### src/bcdclk_pkg.sv
// Shared types and constants for the BCD clock with multiplexed digit scan.
// Holds the segment table, the digit enable table and the display struct.
// No dependencies.
package bcdclk_pkg;

    localparam int unsigned SEC_W     = 6;
    localparam int unsigned SEC_LAST  = 59;
    localparam int unsigned DIG_LAST  = 9;
    localparam int unsigned MT_LAST   = 5;
    localparam int unsigned HT_LAST   = 3;
    localparam int unsigned DIV_W     = 8;
    localparam logic [DIV_W-1:0] DIV_RESET = 8'd12;

    localparam logic [1:0] IDX_HOUR_TENS = 2'd0;
    localparam logic [1:0] IDX_HOUR_ONES = 2'd1;
    localparam logic [1:0] IDX_MIN_TENS  = 2'd2;
    localparam logic [1:0] IDX_MIN_ONES  = 2'd3;

    typedef struct packed {
        logic [5:0] enable;
        logic [5:0] seg_low;
        logic [2:0] seg_high;
    } t_disp;

    typedef struct packed {
        logic [5:0] low;
        logic [2:0] high;
    } t_seg;

    function automatic t_seg seg_pattern(input logic [3:0] digit);
        t_seg s;
        case (digit)
            4'd0: s = '{low: 6'd63, high: 3'd0};
            4'd1: s = '{low: 6'd6,  high: 3'd0};
            4'd2: s = '{low: 6'd27, high: 3'd4};
            4'd3: s = '{low: 6'd15, high: 3'd4};
            4'd4: s = '{low: 6'd44, high: 3'd4};
            4'd5: s = '{low: 6'd45, high: 3'd4};
            4'd6: s = '{low: 6'd61, high: 3'd4};
            4'd7: s = '{low: 6'd7,  high: 3'd0};
            4'd8: s = '{low: 6'd63, high: 3'd4};
            4'd9: s = '{low: 6'd47, high: 3'd4};
            default: s = '{low: 6'd0, high: 3'd0};
        endcase
        return s;
    endfunction

    function automatic logic [5:0] digit_enable(input logic [1:0] idx);
        logic [5:0] e;
        case (idx)
            IDX_HOUR_TENS: e = 6'd32;
            IDX_HOUR_ONES: e = 6'd16;
            IDX_MIN_TENS:  e = 6'd8;
            IDX_MIN_ONES:  e = 6'd4;
            default:       e = 6'd0;
        endcase
        return e;
    endfunction

endpackage

### src/bcd_clock_with_led_digit_scan.sv
// Top level: 24-hour BCD clock built as a chain of counter cells plus a
// multiplexed digit scan, with a registered result stage.
// Depends on bcdclk_pkg, bcdclk_digit_cell and bcdclk_scan.
//
//   channel | valid    | stall    | payload
//   --------+----------+----------+------------------------------------------
//   input   | i_valid  | o_stall  | i_second_tick
//   output  | o_valid  | i_stall  | o_digit_enable, o_segment_low/high, digits
//   config  | i_cfg_wr_en (no stall) | i_cfg_wr_data (scan_divide)
//
// One item per clock while o_stall is low; each item's result is registered and shows in the cycle after acceptance.
// The seconds-to-hours carry ripples through the cell chain in the accepting cycle.
// Input stalls only while a result is held and the output side stalls.
// Synchronous reset clears the clock to 00:00:00 and scan_divide to 12.
module bcd_clock_with_led_digit_scan
    import bcdclk_pkg::*;
(
    input  logic             i_clk,
    input  logic             i_rst_n,
    input  logic             i_valid,
    output logic             o_stall,
    input  logic             i_second_tick,
    input  logic             i_cfg_wr_en,
    input  logic [DIV_W-1:0] i_cfg_wr_data,
    output logic             o_valid,
    input  logic             i_stall,
    output logic [5:0]       o_digit_enable,
    output logic [5:0]       o_segment_low,
    output logic [2:0]       o_segment_high,
    output logic [1:0]       o_hour_tens,
    output logic [3:0]       o_hour_ones,
    output logic [2:0]       o_minute_tens,
    output logic [3:0]       o_minute_ones
);

    logic accept;

    logic [SEC_W-1:0] sec_val, sec_next;
    logic [3:0]       mo_val, mo_next;
    logic [2:0]       mt_val, mt_next;
    logic [3:0]       ho_val, ho_next;
    logic [1:0]       ht_val, ht_next;
    logic             sec_carry, mo_carry, mt_carry, ho_carry, ht_carry;
    logic             hour_clr;
    t_disp            disp;

    logic             r_valid;
    t_disp            r_disp;
    logic [1:0]       r_hour_tens;
    logic [3:0]       r_hour_ones;
    logic [2:0]       r_minute_tens;
    logic [3:0]       r_minute_ones;

    assign o_stall = r_valid && i_stall;
    assign accept  = i_valid && !o_stall;

    // wrap 23 -> 00 when the hour advances
    assign hour_clr = mt_carry && (ht_val >= 2'd2) && (ho_val >= 4'd3) &&
                      (ho_val != 4'(DIG_LAST));

    bcdclk_digit_cell #(.WIDTH(SEC_W), .LAST(SEC_LAST)) u_sec (
        .i_clk(i_clk), .i_rst_n(i_rst_n), .i_en(accept),
        .i_inc(i_second_tick), .i_clr(1'b0),
        .o_val(sec_val), .o_next(sec_next), .o_carry(sec_carry)
    );

    bcdclk_digit_cell #(.WIDTH(4), .LAST(DIG_LAST)) u_min_ones (
        .i_clk(i_clk), .i_rst_n(i_rst_n), .i_en(accept),
        .i_inc(sec_carry), .i_clr(1'b0),
        .o_val(mo_val), .o_next(mo_next), .o_carry(mo_carry)
    );

    bcdclk_digit_cell #(.WIDTH(3), .LAST(MT_LAST)) u_min_tens (
        .i_clk(i_clk), .i_rst_n(i_rst_n), .i_en(accept),
        .i_inc(mo_carry), .i_clr(1'b0),
        .o_val(mt_val), .o_next(mt_next), .o_carry(mt_carry)
    );

    bcdclk_digit_cell #(.WIDTH(4), .LAST(DIG_LAST)) u_hour_ones (
        .i_clk(i_clk), .i_rst_n(i_rst_n), .i_en(accept),
        .i_inc(mt_carry), .i_clr(hour_clr),
        .o_val(ho_val), .o_next(ho_next), .o_carry(ho_carry)
    );

    bcdclk_digit_cell #(.WIDTH(2), .LAST(HT_LAST)) u_hour_tens (
        .i_clk(i_clk), .i_rst_n(i_rst_n), .i_en(accept),
        .i_inc(ho_carry), .i_clr(hour_clr),
        .o_val(ht_val), .o_next(ht_next), .o_carry(ht_carry)
    );

    bcdclk_scan u_scan (
        .i_clk         (i_clk),
        .i_rst_n       (i_rst_n),
        .i_en          (accept),
        .i_cfg_wr_en   (i_cfg_wr_en),
        .i_cfg_wr_data (i_cfg_wr_data),
        .i_hour_tens   (ht_next),
        .i_hour_ones   (ho_next),
        .i_minute_tens (mt_next),
        .i_minute_ones (mo_next),
        .o_disp        (disp)
    );

    always_ff @(posedge i_clk) begin
        if (!i_rst_n) begin
            r_valid <= 1'b0;
        end else if (accept) begin
            r_valid <= 1'b1;
        end else if (!i_stall) begin
            r_valid <= 1'b0;
        end
    end

    always_ff @(posedge i_clk) begin
        if (accept) begin
            r_disp        <= disp;
            r_hour_tens   <= ht_next;
            r_hour_ones   <= ho_next;
            r_minute_tens <= mt_next;
            r_minute_ones <= mo_next;
        end
    end

    assign o_valid        = r_valid;
    assign o_digit_enable = r_disp.enable;
    assign o_segment_low  = r_disp.seg_low;
    assign o_segment_high = r_disp.seg_high;
    assign o_hour_tens    = r_hour_tens;
    assign o_hour_ones    = r_hour_ones;
    assign o_minute_tens  = r_minute_tens;
    assign o_minute_ones  = r_minute_ones;

    // seconds value and next value, minute-tens value and top carry are not used elsewhere
    logic unused_ok;
    assign unused_ok = ^{sec_val, mt_val, ht_carry, sec_next};

endmodule

### src/bcdclk_digit_cell.sv
// One counter cell of the clock chain: counts 0..LAST, passes a carry on.
// A clear input forces the cell to zero for the 24-hour wrap.
// Uses no package.
module bcdclk_digit_cell #(
    parameter int unsigned WIDTH = 4,
    parameter int unsigned LAST  = 9
) (
    input  logic             i_clk,
    input  logic             i_rst_n,
    input  logic             i_en,
    input  logic             i_inc,
    input  logic             i_clr,
    output logic [WIDTH-1:0] o_val,
    output logic [WIDTH-1:0] o_next,
    output logic             o_carry
);

    logic [WIDTH-1:0] r_val;
    logic [WIDTH-1:0] n_val;

    assign o_carry = i_inc && (r_val == WIDTH'(LAST));

    always_comb begin
        n_val = r_val;
        if (i_clr) begin
            n_val = '0;
        end else if (o_carry) begin
            n_val = '0;
        end else if (i_inc) begin
            n_val = r_val + WIDTH'(1);
        end
    end

    always_ff @(posedge i_clk) begin
        if (!i_rst_n) begin
            r_val <= '0;
        end else if (i_en) begin
            r_val <= n_val;
        end
    end

    assign o_val  = r_val;
    assign o_next = n_val;

endmodule

### src/bcdclk_scan.sv
// Scan divider and digit index; selects and decodes the shown digit.
// Holds the scan_divide register. Depends on bcdclk_pkg.
module bcdclk_scan
    import bcdclk_pkg::*;
(
    input  logic             i_clk,
    input  logic             i_rst_n,
    input  logic             i_en,
    input  logic             i_cfg_wr_en,
    input  logic [DIV_W-1:0] i_cfg_wr_data,
    input  logic [1:0]       i_hour_tens,
    input  logic [3:0]       i_hour_ones,
    input  logic [2:0]       i_minute_tens,
    input  logic [3:0]       i_minute_ones,
    output t_disp            o_disp
);

    logic [DIV_W-1:0] r_divide;
    logic [DIV_W-1:0] r_count;
    logic [DIV_W-1:0] n_count;
    logic [1:0]       r_index;
    logic [1:0]       n_index;
    logic [DIV_W:0]   count_inc;
    logic [3:0]       shown;
    t_seg             seg;

    always_comb begin
        count_inc = {1'b0, r_count} + (DIV_W + 1)'(1);
        if (count_inc >= {1'b0, r_divide}) begin
            n_count = '0;
            n_index = r_index + 2'd1;
        end else begin
            n_count = count_inc[DIV_W-1:0];
            n_index = r_index;
        end
    end

    always_comb begin
        case (n_index)
            IDX_HOUR_TENS: shown = {2'b00, i_hour_tens};
            IDX_HOUR_ONES: shown = i_hour_ones;
            IDX_MIN_TENS:  shown = {1'b0, i_minute_tens};
            IDX_MIN_ONES:  shown = i_minute_ones;
            default:       shown = i_minute_ones;
        endcase
        seg = seg_pattern(shown);
        o_disp.enable   = digit_enable(n_index);
        o_disp.seg_low  = seg.low;
        o_disp.seg_high = seg.high;
    end

    always_ff @(posedge i_clk) begin
        if (!i_rst_n) begin
            r_divide <= DIV_RESET;
        end else if (i_cfg_wr_en) begin
            r_divide <= i_cfg_wr_data;
        end
    end

    always_ff @(posedge i_clk) begin
        if (!i_rst_n) begin
            r_count <= '0;
            r_index <= IDX_HOUR_TENS;
        end else if (i_en) begin
            r_count <= n_count;
            r_index <= n_index;
        end
    end

endmodule

### config.mk
export PLATFORM = sky130hd
export DESIGN_NAME = bcd_clock_with_led_digit_scan
export DESIGN_NICKNAME = d
export VERILOG_FILES = /design/src/bcdclk_pkg.sv /design/src/bcd_clock_with_led_digit_scan.sv /design/src/bcdclk_digit_cell.sv /design/src/bcdclk_scan.sv
export SDC_FILE = /design/constraint.sdc
export NUM_CORES = 1
export LEC_CHECK = 0
export BUFFER_PORTS_ARGS = -buffer_cell sky130_fd_sc_hd__buf_4
export CAP_MARGIN = 25
export CORE_ASPECT_RATIO = 0.9
export CORE_MARGIN = 10
export CORE_UTILIZATION = 58
export DETAILED_ROUTE_END_ITERATION = 12
export PLACE_DENSITY = 0.8
export SETUP_SLACK_MARGIN = 0.15
export SLEW_MARGIN = 20
export SYNTH_ARGS = -nofsm -noshare
export SYNTH_HDL_FRONTEND = slang
export SYNTH_SLANG_ARGS = --single-unit
### constraint.sdc
create_clock -name i_clk -period 4.45 [get_ports i_clk]
set_input_delay 0 -clock i_clk [delete_from_list [all_inputs] [get_ports i_clk]]
set_output_delay 0 -clock i_clk [all_outputs]
set_load 0.02 [all_outputs]
# Yosys cells after proc, flatten, opt, wreduce, memory -nomap -nowiden
# Memory sizes are Yosys's and may differ from the RTL's. A register that Yosys moved wholly into a read port is not among the register bits.
# Cells that the tools add are included.
[totals]
inputBits = 14
memories = 1
rom_bits = 112
ff_bits = 60
[mem_list]
columns = ["memory", "depth", "width", "read_ports", "rd_clocked_by_memory_dff", "wr", "line", "source"]
rows = [
  ["(name not given)", 16, 7, 1, 1, 0, "bcdclk_pkg.sv:32", "case (digit)"],
]
[op_classes]
n_reduce_logical = 14
addsub = 7
mux = 18
n_lt_le_gt_ge = 3
eq_ne = 10
[op_table]
columns = ["operator", "n"]
rows = [
  ["$pmux 6 s4", 1],
  ["$mux 4", 5],
  ["$pmux 4 s4", 1],
  ["$mux 6", 2],
  ["$logic_and 1x1->1", 10],
  ["$add 8x1->9 const B", 1],
  ["$ge 9x8->1", 1],
  ["$add 4x1->4 const B", 2],
  ["$eq 4x4->1 const B", 2],
  ["$mux 2", 4],
  ["$mux 8", 1],
  ["$add 6x1->6 const B", 1],
  ["$eq 2x2->1 const B", 3],
  ["$eq 6x6->1 const B", 1],
  ["$mux 3", 2],
  ["$add 2x1->2 const B", 2],
  ["$ge 4x2->1 const B", 1],
  ["$ne 4x4->1 const B", 1],
  ["$add 3x1->3 const B", 1],
  ["$eq 3x3->1 const B", 1],
  ["$eq 2x1->1 const B", 1],
  ["$ge 2x2->1 const B", 1],
  ["$logic_not 2->1", 1],
  ["$mux 1", 2],
  ["other kinds (4)", 4],
]

# Longest topological paths before layout
[depth]
ltp_word = 9
ltp_mapped = 15
ltp_nobuf = 13

# Modules after synthesis
# From an unflattened synthesis, not the netlist that was laid out.
[unflattened]
cells_unflattened = 402
hier_area_um2 = 3996.3
[modules_own_cells]
columns = ["module", "cells_per_inst", "n_inst", "area_each_um2", "seq_area_each_um2"]
rows = [
  ["bcdclk_scan", 189, 1, 1582.8, 360.3],
  ["bcd_clock_with_led_digit_scan", 35, 1, 905.9, 860.8],
  ["bcdclk_digit_cell at u_hour_ones ...", 38, 2, 319.1, 80.1],
  ["bcdclk_digit_cell at u_sec", 58, 1, 483.0, 120.1],
  ["bcdclk_digit_cell at u_min_tens", 28, 1, 244.0, 60.1],
  ["bcdclk_digit_cell at u_hour_tens", 16, 1, 142.6, 40.0],
]

# Least setup slack after synthesis
# OpenSTA, ideal clock, no wires.
[synth_path]
kind = "reg2reg"
from = "reg u_scan.r_count[2]"
to = "reg, netlist name o_segment_low[3]"
path_slack_ns = 1.087
path_stages_with_launch = 15
setup_ns = 0.270
t_arrival_ns = 3.093
path_cell_list = "dfxtp_1 -> and3_1 -> and3_1 -> xor2_1 -> ha_1 -> a21oi_1 -> nand2_1 -> a41o_1 -> o41ai_1 -> nor3_1 -> or4_4 -> buf_6 -> nand2b_1 -> a32o_1 -> a21oi_1"
[synth_via]
elab_chain_cells = 5
elab_cells_between_ends = 8
[synth_lines]
columns = ["element", "line", "source"]
rows = [
  ["start, declared", "bcdclk_scan.sv:19", "logic [DIV_W-1:0] r_count;"],
  ["start signal, assigned", "bcdclk_scan.sv:65", "r_count <= n_count;"],
  ["$add 8x1->9 *", "bcdclk_scan.sv:28", "count_inc = {1'b0, r_count} + (DIV_W + 1)'(1);"],
  ["$ge 9x8->1 *", "bcdclk_scan.sv:29", "if (count_inc >= {1'b0, r_divide}) begin"],
  ["$mux 2 *", "bcdclk_scan.sv:29", ""],
  ["$eq 2x2->1 (tied with other cells)", "bcdclk_scan.sv:39", "case (n_index)"],
  ["$pmux 4 s4 *", "bcdclk_scan.sv:39", ""],
]
# Mark *: on every way between the ends. The rest lies on a longest branch, timed or not.
# A chain may end at the register's enable or synchronous reset.

# Final worst setup path
[layout_path]
from = "reg u_scan.r_count[2]"
to = "reg, netlist name o_segment_low[0]"
[layout_via]
elab_chain_cells = 5
elab_cells_between_ends = 8
[layout_lines]
columns = ["element", "line"]
rows = [
  ["$add 8x1->9 *", "bcdclk_scan.sv:28"],
  ["$ge 9x8->1 *", "bcdclk_scan.sv:29"],
  ["$mux 2 *", "bcdclk_scan.sv:29"],
  ["$eq 2x2->1 (tied with other cells)", "bcdclk_scan.sv:39"],
  ["$pmux 4 s4 *", "bcdclk_scan.sv:39"],
]
# Marked as above.

==> impl_metrics.py <==
metrics = {
    "timing": {
        "setup_viol": 0,
        "drv_slew": 0,
        "hold_violations": 0,
        "max-slew-margin-rel_pct": 56.9,
        "fmax_mhz": 273,
        "finalSetupTns_ps": 0,
        "finClkSkew_ps": 9.04,
        "period_minus_slack_ps": 3660,
        "rsz0062_at_grt": "false",
        "min_period_over_period_pct": 82.3,
        "worst_slew_pin_slew_ps": 639,
    },
    "drt": {
        "drc": 0,
        "drt-total-wl_microns": 7150,
        "drtAntennaViolNets": 0,
        "drt_iter0_markers": 153,
        "wl_per_cell_microns": 14.5,
        "dr.pass1.iters": 4,
        "vias": 2679,
        "vias_per_cell": 5.45,
    },
    "grt": {
        "grt_pass1_vias": 2603,
        "grt_pass1_wl_microns": 12200,
        "grt_usage_pct": 15.9,
        "met2_usage_pct": 23.5,
        "grt_max_degree": 54,
        "busiest_layer": "met2",
        "use_met1_pct": 20.5,
        "antenna_found_initial": 0,
        "grt-ovfl-total": 0,
        "met3_usage_pct": 6.09,
    },
    "floorplan": {
        "core-area_sq_mm": 0.00569,
        "die_w_microns": 101,
        "fp.dieArea_sq_mm": 0.00939,
        "fp-row-count": 26,
        "start_util_pct": 60.2,
        "io_pins": 44,
        "die_y_microns": 92.9,
    },
    "power": {
        "p_leak_uw": 0.00178,
        "powerDensity_mw_per_mm2": 319,
        "ir_drop_uv": 327,
    },
    "synth": {
        "yosysMostFrequentCell": "nand2_1",
        "yosysWarningCount": 0,
        "synth_top_area_share_pct": 22.2,
        "synth_top_cell_by_area": "dfxtp_1",
        "ys_types": 56,
        "ys.flop_type": "dfxtp_1",
        "synth_seq_cells": 62,
        "synth_edf_count": 24,
        "syn_area_per_cell_sq_um": 9.26,
        "synth.area.top_cells": "dfxtp_1 22%, edfxtp_1 21%, ha_1 6.6%",
        "synth-async-reset-ratio_pct": 0,
        "synthTopCellsByCount": "48 x nand2_1, 38 x dfxtp_1, 29 x nor2_1, 24 x edfxtp_1, 22 x inv_1",
        "synthesis.instances": 370,
        "synth_seq_area_share_pct": 43.2,
        "synth_area_sq_mm": 0.00343,
    },
    "flow_run": {
        "maxCapViolCount": 0,
    },
    "worst_setup_path": {
        "rrSetupSlack_ps": 790,
        "worstSetupPathType": "reg2reg",
        "cp_num_buf_inv": 0,
        "worstPathCellList": "and3_1 -> and3_1 -> xor2_1 -> ha_1 -> a21oi_1 -> nand2_1 -> a41o_1 -> o41ai_1 -> nor3_1 -> or4_4 -> nand2b_1 -> a32o_1 -> a31oi_1",
        "cpMostUsedCell": "and3_1",
        "crit_arrival_ps": 3740,
        "startpoint_type": "flip-flop",
        "crit-reg2reg-capture": "o_segment_low[0]$_DFFE_PP_",
        "crit_fanout": 9,
        "cpPeakStageDelay_ps": 620,
        "r2r_start": "u_scan.r_count[2]$_SDFFE_PN0P_",
        "ff2ff_path_depth": 13,
        "end_kind": "flip-flop",
        "path_delay_family": "simple AND/OR/NAND/NOR gates",
        "cp_data_required_time_ps": 4520,
        "cp_slowest_cell": "or4_4",
    },
    "clock_network": {
        "clock_sinks": 62,
        "cts_buffers": 9,
        "clk_latency_ps": 340,
        "tritoncts": "built",
        "clk_path_buf_depth": 2,
        "clock-root-buffer": "clkbuf_8",
        "htree_levels": 3,
        "clkSlewWorstSetupHoldPaths_ps": 70,
    },
    "layout": {
        "drive_above_1_share_pct": 15.9,
        "num_antenna_cells": 0,
        "nets": 449,
        "area_growth_pct": 17.7,
        "fin_cells": 492,
        "fillers": 434,
    },
    "hold_path": {
        "hp-class": "in2reg",
        "min_to": "u_scan.r_divide[5]$_SDFFE_PN0P_",
        "hold_depth": 3,
        "hold_start": "i_cfg_wr_en",
    },
    "placement": {
        "io_buffers": 39,
        "dp.cells": 462,
        "globalplace.congestion": 0.865,
        "hpwlAfterDp_microns": 4990,
    },
    "run_status": {
        "status": "finished clean",
    },
}
==> state kept, by name (all words and copies together) (netlist names), 3 cells and up <==
name,flops
o_minute_ones,4
u_sec.o_val,6
o_digit_enable,4
u_min_ones.o_val,4
u_scan.r_divide,8
u_scan.r_count,8
o_minute_tens,3
u_min_tens.o_val,3
u_hour_ones.o_val,4
o_hour_ones,4
o_segment_low,6
==> cell type report <==
type / instances / area (sq um) / share of cell area (%)
Clock inverter: 6 / 52.6 / 1.30
Timing Repair Buffer: 54 / 440 / 10.9
Sequential cell: 62 / 1480 / 36.7
Multi-Input combinational cell: 268 / 1760 / 43.7
Clock buffer: 10 / 128 / 3.16
Inverter: 22 / 82.6 / 2.05
Tap cell: 70 / 87.6 / 2.17
==> cells by family (layout without fill, tap and decap cells) <==
group                    count (synthesis)  after routing  synth area share (%)
multiplexers                            14             14                  4.16
adder cells (fa/ha/maj)                 18             18                  6.57
XOR/XNOR                                13             13                  3.32
AO/OA/AOI/OAI                           67             67                  14.1
flip-flops                              62             62                  43.2
AND/OR/NAND/NOR                        152            152                  22.8
buffers and inverters                   43             92                  5.70
other                                    1              4                 0.109
==> power breakdown <==
group | switching, uW | internal [uW] | leakage, uW
Sequential | 20.5 | 623 | 0.000533
Combinational | 104 | 77.3 | 0.00115
Clock | 211 | 252 | 0.0000949
==> metrics by stage <==
step                cell area, sq um  total power (uW)  utilization (%)  hold slack [ps]  setup WS, ps
floorplan                       3440               773                -              124          1090
global placement                3710               820             65.2              214           927
detailed placement              3710               826             65.2              224           817
CTS                             4030              1300             70.9             42.6           813
global route                    4030              1340             70.9             62.8           533
finish                          4030              1290             70.9             61.2           789
==> placed cells by master (no fill, tap or decap), drive strengths merged, types with 3 or more instances in the layout <==
cell	count
inv	22
nand2	48
clkinv	5
o211a	6
o21ai	23
nor2b	13
nand3	16
a21oi	13
nor2	29
dfxtp	38
clkbuf	10
nand2b	3
nor3b	7
nor3	5
o211ai	3
buf	40
ha	18
nand4	3
nor4	4
mux2i	12
edfxtp	24
conb	4
dlygate4sd3	14
and3	4
nand4b	3
and2	12
xnor2	6
xor2	7
==> routing by layer <==
layer  vias to the layer above  part of all wire (%)
met5                         -                     0
met1                      1221                    48
met4                         0                   1.5
met2                        65                    44
li1                       1383                     -
met3                        10                   6.5
==> repair_timing <==
item | 4_1_cts | 5_1_grt
endpoints found under the hold margin | 10 | 0
gates resized for setup | 0 | 0
hold buffers | 14 | 0
setup buffers | 0 | 0
==> worst reg2reg max path: cells and delay by family (launching register included) <==
kind	cells	cell delay [ps]
adders and majority gates	1	280
DFF	1	400
AOI/OAI and AO/OA	5	1090
xor gates and xnor gates	1	180
and+or+nand+nor	6	1470
==> worst max path at each step <==
stage / startpoint / endpoint / cells after the start
after floorplan: u_scan.r_count[2]$_SDFFE_PN0P_ / o_segment_low[3]$_DFFE_PP_ / 14
after global placement: u_scan.r_count[2]$_SDFFE_PN0P_ / o_segment_low[3]$_DFFE_PP_ / 13
after detailed placement: u_scan.r_count[2]$_SDFFE_PN0P_ / o_segment_low[0]$_DFFE_PP_ / 13
after CTS: u_scan.r_count[2]$_SDFFE_PN0P_ / o_segment_low[0]$_DFFE_PP_ / 13
after global routing: u_scan.r_count[2]$_SDFFE_PN0P_ / o_segment_low[0]$_DFFE_PP_ / 13
final: u_scan.r_count[2]$_SDFFE_PN0P_ / o_segment_low[0]$_DFFE_PP_ / 13
(Power assumes the default switching activity.)
